===== config.mk =====
export PLATFORM = sky130hd
export DESIGN_NAME = multi_pin_blink_controller_top
export DESIGN_NICKNAME = d
export VERILOG_FILES = /design/src/design/mbc_pkg.sv /design/src/design/multi_pin_blink_controller_top.sv /design/src/design/mbc_pin_ram.sv /design/src/design/mbc_pin_update.sv /design/src/design/mbc_ctrl.sv
export SDC_FILE = /design/constraint.sdc
export NUM_CORES = 2
export LEC_CHECK = 0
export BUFFER_PORTS_ARGS = -buffer_cell sky130_fd_sc_hd__buf_2
export CORE_MARGIN = 3
export CORE_UTILIZATION = 63
export DETAILED_ROUTE_END_ITERATION = 10
export GPL_ROUTABILITY_DRIVEN = 0
export PLACE_DENSITY = 0.9
export SLEW_MARGIN = 20
export SYNTH_ARGS = -nofsm -noshare
export SYNTH_HDL_FRONTEND = slang
export SYNTH_SLANG_ARGS = --single-unit

===== constraint.sdc =====
create_clock -name clk -period 14.5 [get_ports clk]
set_clock_uncertainty 0.15 [all_clocks]
set_input_delay 0 -clock clk [delete_from_list [all_inputs] [get_ports clk]]
set_output_delay 0 -clock clk [all_outputs]
set_load 0.02 [all_outputs]

===== src/design/mbc_pkg.sv =====
// Shared definitions for the multi-pin blink controller: sizes, command and
// register codes, sequencer states and the pin table entry layout.
// Depends on nothing; every other design file imports it.
package mbc_pkg;

    localparam int PIN_COUNT = 8;
    // Only eight pins have table storage and output bits.
    localparam int NPINS     = (PIN_COUNT < 8) ? PIN_COUNT : 8;
    localparam int PIN_AW    = (NPINS > 1) ? $clog2(NPINS) : 1;

    localparam int CMD_W     = 2;
    localparam int PIN_IDX_W = 3;
    localparam int TIME_W    = 32;
    localparam int REP_W     = 8;
    localparam int MASK_W    = 8;
    localparam int PERIOD_W  = 16;
    localparam int CFG_W     = 16;
    localparam int CFG_IDX_W = 2;

    localparam logic [CFG_IDX_W-1:0] REG_ACTIVE_LEVELS  = 2'd0;
    localparam logic [CFG_IDX_W-1:0] REG_PROCESS_PERIOD = 2'd1;
    localparam logic [CFG_IDX_W-1:0] REG_ENABLE         = 2'd2;

    localparam logic [PERIOD_W-1:0] PERIOD_RESET = 16'd10;

    typedef enum logic [CMD_W-1:0] {
        CMD_TICK  = 2'd0,
        CMD_DRIVE = 2'd1,
        CMD_BLINK = 2'd2,
        CMD_INIT  = 2'd3
    } cmd_t;

    typedef enum logic [2:0] {
        ST_IDLE,
        ST_TICK,
        ST_WALK,
        ST_BLINK_WR,
        ST_FINISH
    } state_t;

    typedef struct packed {
        logic [TIME_W-1:0] time_ref;
        logic [TIME_W-1:0] interval;
        logic [REP_W-1:0]  rep_limit;
        logic [REP_W-1:0]  count;
    } pin_entry_t;

    typedef struct packed {
        logic              rd_en;
        logic [PIN_AW-1:0] rd_addr;
        logic              wr_en;
        logic [PIN_AW-1:0] wr_addr;
        pin_entry_t        wr_data;
        logic              clear_all;
    } ram_req_t;

    typedef struct packed {
        pin_entry_t entry;
        logic       write;
        logic       level;
    } pin_upd_t;

endpackage


===== src/design/multi_pin_blink_controller_top.sv =====
// Top level of the multi-pin blink controller: the sequencer and the pin
// table memory. Depends on mbc_pkg, mbc_pin_ram and mbc_ctrl.
//
// Usage: each input item carries a command (tick, drive pin, start blink,
// init all pins) with its pin index, level, interval and repeat count. Every
// accepted item yields exactly one result item with the levels of all pins
// and the mask of pins that are blinking. Configuration registers (active
// levels, process period, enable) are written through cfg_we, cfg_index and
// cfg_data while no item is in flight.
// From acceptance, drive and init go straight to the finish step, which
// registers the result; blink first passes the blink write step (read and
// write back of the pin entry), and a tick passes the tick step and, when
// a processing pass is due, walks the pin table, one entry per cycle through
// the single read and single write port of the table. in_ready returns high
// in the same cycle that the result is registered.
// Reset clears the tick counter, pass timing, pin levels and every table
// entry (through per-entry valid bits); it takes effect at once.
// A result waits in its output register while out_ready is low; the block
// may accept the next item meanwhile but holds its result until the
// previous one is taken.
module multi_pin_blink_controller_top (
    input  logic                              clk,
    input  logic                              rst_n,
    input  logic                              in_valid,
    output logic                              in_ready,
    input  logic [mbc_pkg::CMD_W-1:0]         cmd,
    input  logic [mbc_pkg::PIN_IDX_W-1:0]     pin_index,
    input  logic                              level,
    input  logic [mbc_pkg::TIME_W-1:0]        interval,
    input  logic [mbc_pkg::REP_W-1:0]         rep_count,
    output logic                              out_valid,
    input  logic                              out_ready,
    output logic [mbc_pkg::MASK_W-1:0]        pin_levels,
    output logic [mbc_pkg::MASK_W-1:0]        blinking_mask,
    input  logic                              cfg_we,
    input  logic [mbc_pkg::CFG_IDX_W-1:0]     cfg_index,
    input  logic [mbc_pkg::CFG_W-1:0]         cfg_data
);
    import mbc_pkg::*;

    ram_req_t   ram_req;
    pin_entry_t rd_data;

    mbc_pin_ram u_ram (
        .clk     (clk),
        .rst_n   (rst_n),
        .req     (ram_req),
        .rd_data (rd_data)
    );

    mbc_ctrl u_ctrl (
        .clk           (clk),
        .rst_n         (rst_n),
        .in_valid      (in_valid),
        .in_ready      (in_ready),
        .cmd           (cmd),
        .pin_index     (pin_index),
        .level         (level),
        .interval      (interval),
        .rep_count     (rep_count),
        .out_valid     (out_valid),
        .out_ready     (out_ready),
        .pin_levels    (pin_levels),
        .blinking_mask (blinking_mask),
        .cfg_we        (cfg_we),
        .cfg_index     (cfg_index),
        .cfg_data      (cfg_data),
        .ram_req       (ram_req),
        .rd_data       (rd_data)
    );

endmodule


===== src/design/mbc_pin_ram.sv =====
// Pin table memory: one entry per pin, synchronous read into an output
// register, and a valid bit per entry so that reset and init read as zero.
// Depends on mbc_pkg.
module mbc_pin_ram (
    input  logic                clk,
    input  logic                rst_n,
    input  mbc_pkg::ram_req_t   req,
    output mbc_pkg::pin_entry_t rd_data
);
    import mbc_pkg::*;

    pin_entry_t       mem [NPINS];
    logic [NPINS-1:0] valid_reg;
    pin_entry_t       rd_data_reg;
    logic             rd_valid_reg;

    always_ff @(posedge clk)
    begin
        if (req.wr_en)
        begin
            mem[req.wr_addr] <= req.wr_data;
        end
        if (req.rd_en)
        begin
            rd_data_reg <= mem[req.rd_addr];
        end
    end

    always_ff @(posedge clk or negedge rst_n)
    begin
        if (!rst_n)
        begin
            valid_reg    <= '0;
            rd_valid_reg <= 1'b0;
        end
        else
        begin
            if (req.clear_all)
            begin
                valid_reg <= '0;
            end
            else if (req.wr_en)
            begin
                valid_reg[req.wr_addr] <= 1'b1;
            end
            if (req.rd_en)
            begin
                rd_valid_reg <= valid_reg[req.rd_addr];
            end
        end
    end

    // An entry never written since reset or init reads as all zero.
    assign rd_data = rd_valid_reg ? rd_data_reg : '0;

endmodule


===== src/design/mbc_pin_update.sv =====
// Blink update for one pin: expiry test and the toggle, count or stop
// decision applied to an entry read from the pin table.
// Depends on mbc_pkg.
module mbc_pin_update (
    input  logic                              clk,
    input  logic                              rst_n,
    input  mbc_pkg::pin_entry_t               entry,
    input  logic [mbc_pkg::TIME_W-1:0]        now,
    input  logic                              cur_level,
    input  logic                              idle_level,
    output mbc_pkg::pin_upd_t                 upd
);
    import mbc_pkg::*;

    logic [TIME_W-1:0] elapsed;

    assign elapsed = now - entry.time_ref;

    always_comb
    begin
        upd.entry = entry;
        upd.write = 1'b0;
        upd.level = cur_level;
        if ((entry.interval != '0) && (elapsed > entry.interval))
        begin
            upd.write = 1'b1;
            if (entry.rep_limit == '0)
            begin
                upd.level          = ~cur_level;
                upd.entry.time_ref = now;
            end
            else if (entry.count < entry.rep_limit)
            begin
                upd.level          = ~cur_level;
                upd.entry.time_ref = now;
                // A repetition is counted each time the pin returns to idle.
                if (~cur_level == idle_level)
                begin
                    upd.entry.count = entry.count + 1'b1;
                end
            end
            else
            begin
                upd.level          = idle_level;
                upd.entry.count    = '0;
                upd.entry.interval = '0;
            end
        end
    end

    // The update never starts a blink on a stopped pin.
    a_stopped_stays: assert property (@(posedge clk) disable iff (!rst_n)
        (entry.interval == '0) |-> (upd.entry.interval == '0) && !upd.write)
        else $error("update touched a pin with a zero interval");

    // A stop always leaves the pin idle with a cleared count.
    a_stop_idle: assert property (@(posedge clk) disable iff (!rst_n)
        (upd.write && upd.entry.interval == '0) |->
            (upd.level == idle_level) && (upd.entry.count == '0))
        else $error("stopped pin not idle or count not cleared");

    // The time reference is refreshed on every toggle.
    a_toggle_ref: assert property (@(posedge clk) disable iff (!rst_n)
        (upd.level != cur_level && upd.entry.interval != '0) |->
            (upd.entry.time_ref == now))
        else $error("toggle without time reference refresh");

endmodule


===== src/design/mbc_ctrl.sv =====
// Sequencer of the blink controller: command decode, tick counter, pass
// timing, the walk over the pin table, pin levels and the result register.
// Depends on mbc_pkg and mbc_pin_update.
module mbc_ctrl (
    input  logic                                clk,
    input  logic                                rst_n,
    input  logic                                in_valid,
    output logic                                in_ready,
    input  logic [mbc_pkg::CMD_W-1:0]           cmd,
    input  logic [mbc_pkg::PIN_IDX_W-1:0]       pin_index,
    input  logic                                level,
    input  logic [mbc_pkg::TIME_W-1:0]          interval,
    input  logic [mbc_pkg::REP_W-1:0]           rep_count,
    output logic                                out_valid,
    input  logic                                out_ready,
    output logic [mbc_pkg::MASK_W-1:0]          pin_levels,
    output logic [mbc_pkg::MASK_W-1:0]          blinking_mask,
    input  logic                                cfg_we,
    input  logic [mbc_pkg::CFG_IDX_W-1:0]       cfg_index,
    input  logic [mbc_pkg::CFG_W-1:0]           cfg_data,
    output mbc_pkg::ram_req_t                   ram_req,
    input  mbc_pkg::pin_entry_t                 rd_data
);
    import mbc_pkg::*;

    state_t              state_reg, state_next;
    logic [TIME_W-1:0]   now_reg, now_next;
    logic [TIME_W-1:0]   last_pass_reg, last_pass_next;
    logic                armed_reg, armed_next;
    logic [NPINS-1:0]    levels_reg, levels_next;
    logic [NPINS-1:0]    mask_reg, mask_next;
    logic [NPINS-1:0]    active_levels_reg, active_levels_next;
    logic [PERIOD_W-1:0] period_reg, period_next;
    logic                enable_reg, enable_next;
    logic [PIN_AW-1:0]   walk_idx_reg, walk_idx_next;
    logic [PIN_AW-1:0]   blink_pin_reg, blink_pin_next;
    logic [TIME_W-1:0]   blink_ivl_reg, blink_ivl_next;
    logic [REP_W-1:0]    blink_rep_reg, blink_rep_next;
    logic                out_valid_reg, out_valid_next;
    logic [MASK_W-1:0]   pin_levels_reg, pin_levels_next;
    logic [MASK_W-1:0]   blinking_mask_reg, blinking_mask_next;

    logic [PIN_AW-1:0]   pin_addr;
    logic                pin_ok;
    logic [TIME_W-1:0]   pass_elapsed;
    pin_upd_t            upd;

    assign pin_addr     = pin_index[PIN_AW-1:0];
    assign pin_ok       = ({1'b0, pin_index} < (PIN_IDX_W + 1)'(NPINS));
    assign pass_elapsed = now_reg - last_pass_reg;

    mbc_pin_update u_update (
        .clk        (clk),
        .rst_n      (rst_n),
        .entry      (rd_data),
        .now        (now_reg),
        .cur_level  (levels_reg[walk_idx_reg]),
        .idle_level (~active_levels_reg[walk_idx_reg]),
        .upd        (upd)
    );

    always_ff @(posedge clk or negedge rst_n)
    begin
        if (!rst_n)
        begin
            state_reg         <= ST_IDLE;
            now_reg           <= '0;
            last_pass_reg     <= '0;
            armed_reg         <= 1'b0;
            levels_reg        <= '0;
            mask_reg          <= '0;
            active_levels_reg <= '1;
            period_reg        <= PERIOD_RESET;
            enable_reg        <= 1'b0;
            walk_idx_reg      <= '0;
            out_valid_reg     <= 1'b0;
        end
        else
        begin
            state_reg         <= state_next;
            now_reg           <= now_next;
            last_pass_reg     <= last_pass_next;
            armed_reg         <= armed_next;
            levels_reg        <= levels_next;
            mask_reg          <= mask_next;
            active_levels_reg <= active_levels_next;
            period_reg        <= period_next;
            enable_reg        <= enable_next;
            walk_idx_reg      <= walk_idx_next;
            out_valid_reg     <= out_valid_next;
        end
    end

    always_ff @(posedge clk)
    begin
        blink_pin_reg     <= blink_pin_next;
        blink_ivl_reg     <= blink_ivl_next;
        blink_rep_reg     <= blink_rep_next;
        pin_levels_reg    <= pin_levels_next;
        blinking_mask_reg <= blinking_mask_next;
    end

    always_comb
    begin
        state_next         = state_reg;
        now_next           = now_reg;
        last_pass_next     = last_pass_reg;
        armed_next         = armed_reg;
        levels_next        = levels_reg;
        mask_next          = mask_reg;
        active_levels_next = active_levels_reg;
        period_next        = period_reg;
        enable_next        = enable_reg;
        walk_idx_next      = walk_idx_reg;
        blink_pin_next     = blink_pin_reg;
        blink_ivl_next     = blink_ivl_reg;
        blink_rep_next     = blink_rep_reg;
        out_valid_next     = out_valid_reg;
        pin_levels_next    = pin_levels_reg;
        blinking_mask_next = blinking_mask_reg;
        ram_req            = '0;

        if (cfg_we)
        begin
            case (cfg_index)
                REG_ACTIVE_LEVELS:  active_levels_next = cfg_data[NPINS-1:0];
                REG_PROCESS_PERIOD: period_next        = cfg_data;
                REG_ENABLE:         enable_next        = cfg_data[0];
                default:            ;
            endcase
        end

        if (out_valid_reg && out_ready)
        begin
            out_valid_next = 1'b0;
        end

        case (state_reg)
            ST_IDLE:
            begin
                if (in_valid)
                begin
                    blink_pin_next = pin_addr;
                    blink_ivl_next = interval;
                    blink_rep_next = rep_count;
                    state_next     = ST_FINISH;
                    case (cmd)
                        CMD_TICK:
                        begin
                            now_next   = now_reg + 1'b1;
                            state_next = ST_TICK;
                        end
                        CMD_DRIVE:
                        begin
                            if (pin_ok)
                            begin
                                levels_next[pin_addr] = level ? active_levels_reg[pin_addr]
                                                              : ~active_levels_reg[pin_addr];
                            end
                        end
                        CMD_BLINK:
                        begin
                            // The stored count is kept, so the entry is read first.
                            if (pin_ok)
                            begin
                                ram_req.rd_en   = 1'b1;
                                ram_req.rd_addr = pin_addr;
                                state_next      = ST_BLINK_WR;
                            end
                        end
                        CMD_INIT:
                        begin
                            levels_next       = ~active_levels_reg;
                            mask_next         = '0;
                            ram_req.clear_all = 1'b1;
                        end
                        default: ;
                    endcase
                end
            end
            ST_TICK:
            begin
                state_next = ST_FINISH;
                if (enable_reg && (pass_elapsed >= TIME_W'(period_reg)))
                begin
                    last_pass_next = now_reg;
                    if (!armed_reg)
                    begin
                        armed_next = 1'b1;
                    end
                    else
                    begin
                        ram_req.rd_en   = 1'b1;
                        ram_req.rd_addr = '0;
                        walk_idx_next   = '0;
                        state_next      = ST_WALK;
                    end
                end
            end
            ST_WALK:
            begin
                // Entry walk_idx is written back while the next one is read.
                ram_req.wr_en           = upd.write;
                ram_req.wr_addr         = walk_idx_reg;
                ram_req.wr_data         = upd.entry;
                levels_next[walk_idx_reg] = upd.level;
                mask_next[walk_idx_reg]   = (upd.entry.interval != '0);
                if (walk_idx_reg == PIN_AW'(NPINS - 1))
                begin
                    state_next = ST_FINISH;
                end
                else
                begin
                    ram_req.rd_en   = 1'b1;
                    ram_req.rd_addr = walk_idx_reg + 1'b1;
                    walk_idx_next   = walk_idx_reg + 1'b1;
                end
            end
            ST_BLINK_WR:
            begin
                ram_req.wr_en              = 1'b1;
                ram_req.wr_addr            = blink_pin_reg;
                ram_req.wr_data.time_ref   = now_reg;
                ram_req.wr_data.interval   = blink_ivl_reg;
                ram_req.wr_data.rep_limit  = blink_rep_reg;
                ram_req.wr_data.count      = rd_data.count;
                mask_next[blink_pin_reg]   = (blink_ivl_reg != '0);
                if (blink_ivl_reg == '0)
                begin
                    levels_next[blink_pin_reg] = ~active_levels_reg[blink_pin_reg];
                end
                state_next = ST_FINISH;
            end
            ST_FINISH:
            begin
                if (!out_valid_reg || out_ready)
                begin
                    out_valid_next     = 1'b1;
                    pin_levels_next    = MASK_W'(levels_reg);
                    blinking_mask_next = MASK_W'(mask_reg);
                    state_next         = ST_IDLE;
                end
            end
            default:
            begin
                state_next = ST_IDLE;
            end
        endcase
    end

    assign in_ready      = (state_reg == ST_IDLE);
    assign out_valid     = out_valid_reg;
    assign pin_levels    = pin_levels_reg;
    assign blinking_mask = blinking_mask_reg;

    a_tick_count: assert property (@(posedge clk) disable iff (!rst_n)
        (in_valid && in_ready && cmd == CMD_TICK) |=> (now_reg == $past(now_reg) + 1'b1))
        else $error("tick did not advance the counter by one");

    a_walk_range: assert property (@(posedge clk) disable iff (!rst_n)
        (state_reg == ST_WALK) |-> (walk_idx_reg <= PIN_AW'(NPINS - 1)))
        else $error("walk index beyond the pin table");

    a_result_from_finish: assert property (@(posedge clk) disable iff (!rst_n)
        $rose(out_valid_reg) |-> $past(state_reg == ST_FINISH))
        else $error("result loaded outside the finish step");

    a_init_clears_mask: assert property (@(posedge clk) disable iff (!rst_n)
        (in_valid && in_ready && cmd == CMD_INIT) |=> (mask_reg == '0))
        else $error("init left blinking pins");

    a_no_same_entry: assert property (@(posedge clk) disable iff (!rst_n)
        (ram_req.wr_en && ram_req.rd_en) |-> (ram_req.rd_addr != ram_req.wr_addr))
        else $error("read and write of the same pin entry in one cycle");

endmodule

# Yosys cells after proc, flatten, opt, wreduce, memory -nomap -nowiden
# Memory sizes are Yosys's and may differ from the RTL's. A register that Yosys moved wholly into a read port is not among the register bits.
# Index checks and enable logic that the tools add are counted.
op_classes:
  eq_ne: 20
  reduce_logical: 31
  n_mux: 71
  bitwise_logic: 6
  addsub: 5
  order_cmp: 12
ops:
  columns: ["operator", "n"]
  rows:
  - ["case mux 84 bit (2 select lines)", 1]
  - ["two-way mux 32 bit", 4]
  - ["nonzero test 32 bit", 3]
  - ["two-way mux 80 bit", 1]
  - ["two-way mux 8 bit", 9]
  - ["two-way mux 64 bit", 1]
  - ["subtractor 32 bit", 2]
  - ["case mux 8 bit (3 select lines)", 2]
  - ["bitwise mux 8 bit", 5]
  - ["adder 32 x 1 -> 32 bit (second input constant)", 1]
  - ["greater-or-equal comparator 32 x 16 -> 1 bit", 1]
  - ["> comparator 32 bit", 1]
  - ["logical NOT 32 bit", 1]
  - ["two-way mux 3 bit", 8]
  - ["< comparator 3 x 4 -> 1 bit (second input constant)", 5]
  - ["two-way mux 1 bit", 20]
  - ["two-way mux 4 bit", 5]
  - ["case mux 8 bit (2 select lines)", 1]
  - ["binary-select mux 1 bit (select 3 bit)", 5]
  - ["case mux 3 bit (5 select lines)", 1]
  - ["demux 1 bit (select 3 bit)", 4]
  - ["greater-or-equal comparator 3 x 1 -> 1 bit (second input constant)", 4]
  - ["inequality test 2 x 1 -> 1 bit (second input constant)", 6]
  - ["case mux 3 bit (2 select lines)", 2]
  - ["27 further kinds", 52]
totals:
  wordCells: 164
  mem_count: 1
  ramBits: 640
  register_bits: 181
  in_bits: 69
  out_inout_bits: 18
mem_list:
  columns: ["name", "depth", "word_bits", "rd", "rd_clocked_by_memory_dff", "write_ports", "line", "rtl"]
  rows:
  - ["u_ram.mem", 8, 80, 1, 1, 1, "mbc_pin_ram.sv:12", "pin_entry_t mem [NPINS];"]

# Depth between registers and ports, before layout
logic_depth:
  depth_word: 16
  depth_mapped: 30
  mapped_depth_nobuf: 27

# Hierarchy
# Synthesis repeated with hierarchy kept, for this count alone.
unflattened:
  cells_unflattened: 2796
  area_unflattened_um2: 41838.9
by_module_without_submodules:
  columns: ["mod", "instances", "seq_area_each_um2", "area_each_um2", "cells_per_inst"]
  rows:
  - ["mbc_pin_ram", 1, 21846.0, 27396.3, 1132]
  - ["mbc_ctrl", 1, 4611.9, 11016.8, 1123]
  - ["mbc_pin_update", 1, 0.0, 3425.8, 541]

# Least setup slack after synthesis
# OpenSTA, ideal clock, no wires.
synth_timing:
  path_type: "reg2reg"
  start: "register u_ram.rd_valid_reg"
  end: "memory u_ram.mem[2][0] (netlist bit), enable pin"
  n_path_buf: 4
  required_time_ns: 13.710
  stages_incl_launch_ff: 26
  synth_period_minus_slack_ns: 12.412
  arrival_time_ns: 11.622
  path_slack_ns: 2.088
  setup_ns: 0.640
  path_cell_list: "dfrtp_1 -> clkbuf_1 -> clkbuf_1 -> clkbuf_1 -> clkbuf_1 -> nand2_1 -> ha_1 -> a21o_1 -> o21bai_1 -> a311oi_1 -> o21ai_1 -> a31o_2 -> o21a_1 -> a41o_1 -> or4_1 -> a31o_2 -> a21oi_1 -> xnor2_1 -> ha_1 -> nand4_1 -> o21ai_0 -> a21oi_1 -> a211oi_1 -> nand2_1 -> or3_1 -> a211oi_1"
synth_between:
  elab_chain_len: 8
  elab_cells_between_ends: 9
  cone_classes: "add/sub: 1; order compare: 1; mux: 5; reduce/logical: 2"
synth_lines:
  columns: ["item", "line", "rtl"]
  rows:
  - ["start, declared", "mbc_pin_ram.sv:15", "logic rd_valid_reg;"]
  - ["start signal, assigned", "mbc_pin_ram.sv:48", "rd_valid_reg <= valid_reg[req.rd_addr];"]
  - ["two-way mux 80 bit *", "mbc_pin_ram.sv:54", "assign rd_data = rd_valid_reg ? rd_data_reg : '0;"]
  - ["subtractor 32 bit", "mbc_pin_update.sv:17", "assign elapsed = now - entry.time_ref;"]
  - ["> comparator 32 bit", "mbc_pin_update.sv:24", "if ((entry.interval != '0) && (elapsed > entry.interval))"]
  - ["logical AND 1 bit *", "mbc_pin_update.sv:24", null]
  - ["two-way mux 10 bit *", "mbc_pin_update.sv:24", null]
  - ["case mux 84 bit (2 select lines) *", "mbc_ctrl.sv:138", "case (state_reg)"]
  - ["two-way mux 1 bit *", "mbc_pin_ram.sv:19", "if (req.wr_en)"]
  - ["two-way mux 1 bit (not written as such) *", "mbc_pin_ram.sv:21", "mem[req.wr_addr] <= req.wr_data;"]
  - ["end, declared", "mbc_pin_ram.sv:12", null]
# Mark *: on every way between the ends. The rest lies on a longest branch, timed or not.

# Worst setup path in the final report
layout_timing:
  start: "register u_ram.rd_valid_reg"
  end: "memory u_ram.mem[6][29] (netlist bit), enable pin"
# Same word-level chain as after synthesis.

==> impl_metrics.py <==
metrics = {
    "outcome": {
        "outcome": "completed",
    },
    "cells_and_area": {
        "area_growth_pct": 12.6,
        "nFillCells": 3864,
        "utilization_pct": 71.8,
        "drive_gt1_share_pct": 8.49,
        "nNetsFinal": 3962,
        "n_antenna_cell": 0,
        "largest_reg_flops": 640,
        "stdcell_count": 4695,
    },
    "timing": {
        "final_hold_viol_count": 0,
        "grt_setup_unrepaired": "false",
        "post-route-min-period_ps": 9110,
        "finalSetupViolCount": 0,
        "final.period_utilization_pct": 62.8,
        "drv_slew": 0,
        "fmax_ghz": 0.110,
        "timing.setup.tns_ps": 0,
        "holdWs_ps": 51.8,
        "slew-limit-headroom_pct": 24.8,
        "worst_slew_pin_slew_ps": 1130,
    },
    "detailed_routing": {
        "viasPerCell": 6.52,
        "dr_total_vias": 30600,
        "drc": 0,
        "first_pass_iters": 7,
        "ant_nets": 0,
        "drt_wl_total_um": 106000,
        "drt_iter0_drc": 4336,
        "wire_per_inst_um": 22.7,
    },
    "place": {
        "dp_hpwl_um": 59600,
        "io_buffers": 86,
        "placedCellCount": 4412,
    },
    "critical_path": {
        "r2r_cells": 26,
        "cp.arrival_ps": 9230,
        "start_kind": "register",
        "crit_fanout": 79,
        "r2r_setup_slack_ps": 5390,
        "reg2reg_to": "u_ram.mem[6][29]",
        "cp-end-kind": "register",
        "criticalPathCategory": "register to register",
        "reg2reg_from": "u_ram.rd_valid_reg",
        "worstPathRequired_ps": 14620,
    },
    "clock_network": {
        "cts_root_buffer": "clkbuf_16",
        "cts_hold_buf": 123,
        "cts_tree": "built",
        "clkSinkCount": 901,
        "clk_latency_ps": 660,
        "clkTransAtPathRegs_ps": 60,
        "clock_path_buffers": 3,
        "post_cts_resized": 0,
        "cts-buffers-inserted": 87,
        "htree_levels": 3,
        "post_cts_buffers": 0,
    },
    "floorplan": {
        "die_h_um": 261,
        "initial_core_util_pct": 63.8,
        "rows": 93,
        "die_area_sq_um": 68400,
        "die_x_um": 261,
        "core_area_sq_um": 64500,
        "ios": 87,
    },
    "logic_synthesis": {
        "syn-cell-area_sq_um": 41100,
        "postSynthNetCount": 3827,
        "ys.flop_type": "edfxtp_1",
        "async_flop_share_pct": 13.5,
        "synth_top_family_by_area": "simple AND/OR/NAND/NOR gates",
        "syn_area_per_cell_sq_um": 11.3,
        "synth_compound_area_share_pct": 8.74,
        "synth-adder-area-share_pct": 3.81,
        "synth_xor_area_share_pct": 1.73,
        "synthSimpleGateAreaFrac_pct": 17.7,
        "synth_cells": 3634,
        "seq_area_frac_synth_pct": 64.3,
        "yosys_warnings": 0,
        "muxShareOfSynthArea_pct": 1.16,
        "synth_seq_cells": 901,
        "synth-edff-count": 779,
        "yosys.cell_types.count": 78,
    },
    "global_routing": {
        "grt.overflow.total": 0,
        "grt_usage_pct": 30.8,
        "antenna_found_initial": 0,
        "grt_max_degree": 220,
        "grt_pass1_vias": 29600,
        "grt_pass1_wl_um": 162000,
    },
    "power_and_ir_drop": {
        "pwr_density_cell_nw_per_um2": 184,
        "pwr-share-clk_pct": 26.1,
        "p_leak_nw": 18.0,
        "ir_drop_mv": 0.126,
        "netSwitchingFraction_pct": 36.4,
        "pwr-share-seq_pct": 41.0,
        "p_sw_mw": 3.10,
        "power_frac_comb_pct": 32.9,
        "power.internal_mw": 5.42,
    },
    "hold_path": {
        "min_to": "u_ctrl.period_reg[1]",
        "hold_depth": 3,
        "min_from": "cfg_data[1]",
        "min_path_type": "input pin to register",
    },
    "flow_run": {
        "cap_violations": 0,
    },
}
-- worst max-delay path, stage by stage (launching register included) --
cell      delay (ps)
dfrtp_4          660
buf_4            630
and2_1           250
ha_1             180
inv_1             60
fa_1             420
a21oi_1          180
o21bai_1         140
a311oi_1         500
o21ai_1          220
a31o_2           300
o21a_1           200
a41o_1           240
or4_1            450
a31o_2           260
a21oi_1          170
xnor2_1           90
ha_1             310
nand4_1          120
nor2_1           170
a21oi_1          170
a211oi_1         400
nand2_1          170
or3_1            470
a211oi_4         340
buf_4            530
buf_4            810
-- cells in the mapped netlist (46+ instances only) --
cell | instances | area share [%]
inv_1 | 70 | 0.64
a21oi_1 | 83 | 1.0
edfxtp_1 | 779 | 57
dfrtp_1 | 112 | 6.8
nand2_1 | 949 | 8.7
ha_1 | 122 | 3.7
nand3_1 | 439 | 5.3
o21ai_0 | 186 | 2.3
a21o_1 | 46 | 0.84
clkbuf_1 | 167 | 1.5
nor2_1 | 107 | 0.98
xnor2_1 | 57 | 1.2
-- cell type report --
| class | instances | area [sq um] | area share [%] |
|---|---|---|---|
| Timing Repair Buffer | 242 | 1940 | 4.20 |
| Inverter | 70 | 264 | 0.570 |
| Clock inverter | 53 | 490 | 1.06 |
| Sequential cell | 901 | 26500 | 57.2 |
| Tap cell | 855 | 1070 | 2.31 |
| Multi-Input combinational cell | 2467 | 13800 | 29.7 |
| Clock buffer | 107 | 2290 | 4.95 |
-- worst max path at each step --
stage / startpoint / endpoint / slack [ps]
3_3_place_gp: u_ram.rd_valid_reg / u_ram.mem[0][41] / 5810
5_1_grt: u_ram.rd_valid_reg / u_ram.mem[1][75] / 4920
4_1_cts: u_ram.rd_valid_reg / u_ram.mem[0][77] / 5560
6_report: u_ram.rd_valid_reg / u_ram.mem[6][29] / 5390
2_1_floorplan: u_ram.rd_valid_reg / u_ram.mem[2][0] / 2090
3_5_place_dp: u_ram.rd_valid_reg / u_ram.mem[0][41] / 5600
-- placed cells by master, fill, tap and decap left out, drive strengths merged, types with 17 or more instances in the layout --
cell           n
a21o          46
a32o          31
a21oi         85
dfrtp        112
a22o          36
buf          120
xnor2         57
and3          18
clkbuf       107
o21a          24
inv           71
nand3        439
mux2          30
xor2          24
clkinv        44
nor2b         17
nand4         25
nand2b        24
nor2         107
edfxtp       779
o21ai        210
ha           122
dlygate4sd3  122
nor3          20
nand2        950
nor4          19
-- stage by stage --
| step | area, sq um | total power [mW] | setup WS [ps] |
|---|---|---|---|
| floorplan | 41100 | 5.38 | 2090 |
| global placement | 42300 | 6.05 | 5810 |
| detailed placement | 42300 | 6.18 | 5600 |
| CTS | 46300 | 8.43 | 5560 |
| global route | 46300 | 8.91 | 4920 |
| finish | 46300 | 8.52 | 5390 |
-- cell families after synthesis --
logic type / count (synthesis)
compound gates: 546
xor+xnor: 81
fa+ha+maj: 124
buf+inv: 266
flops: 901
mux: 44
simple gates: 1672
-- power by group through the flow --
| stage | logic, mW | clock network [mW] | registers, mW |
|---|---|---|---|
| 3_5_place_dp | 2.66 | 0 | 3.52 |
| 5_1_grt | 3.07 | 2.34 | 3.50 |
| 4_1_cts | 2.74 | 2.22 | 3.47 |
| 2_1_floorplan | 1.98 | 0 | 3.40 |
| 3_3_place_gp | 2.55 | 0 | 3.51 |
| 6_report | 2.80 | 2.22 | 3.49 |
-- per-layer routing --
| layer | routed length [um] | global-route usage (%) | vias up |
|---|---|---|---|
| li1 | - | - | 13400 |
| met1 | 37700 | 41.5 | 14400 |
| met2 | 49200 | 48.2 | 2376 |
| met3 | 14900 | 7.11 | 403 |
| met4 | 4590 | 14.1 | 0 |
| met5 | 0 | 0 | - |
No activity file was read; power rests on OpenSTA's default activity.
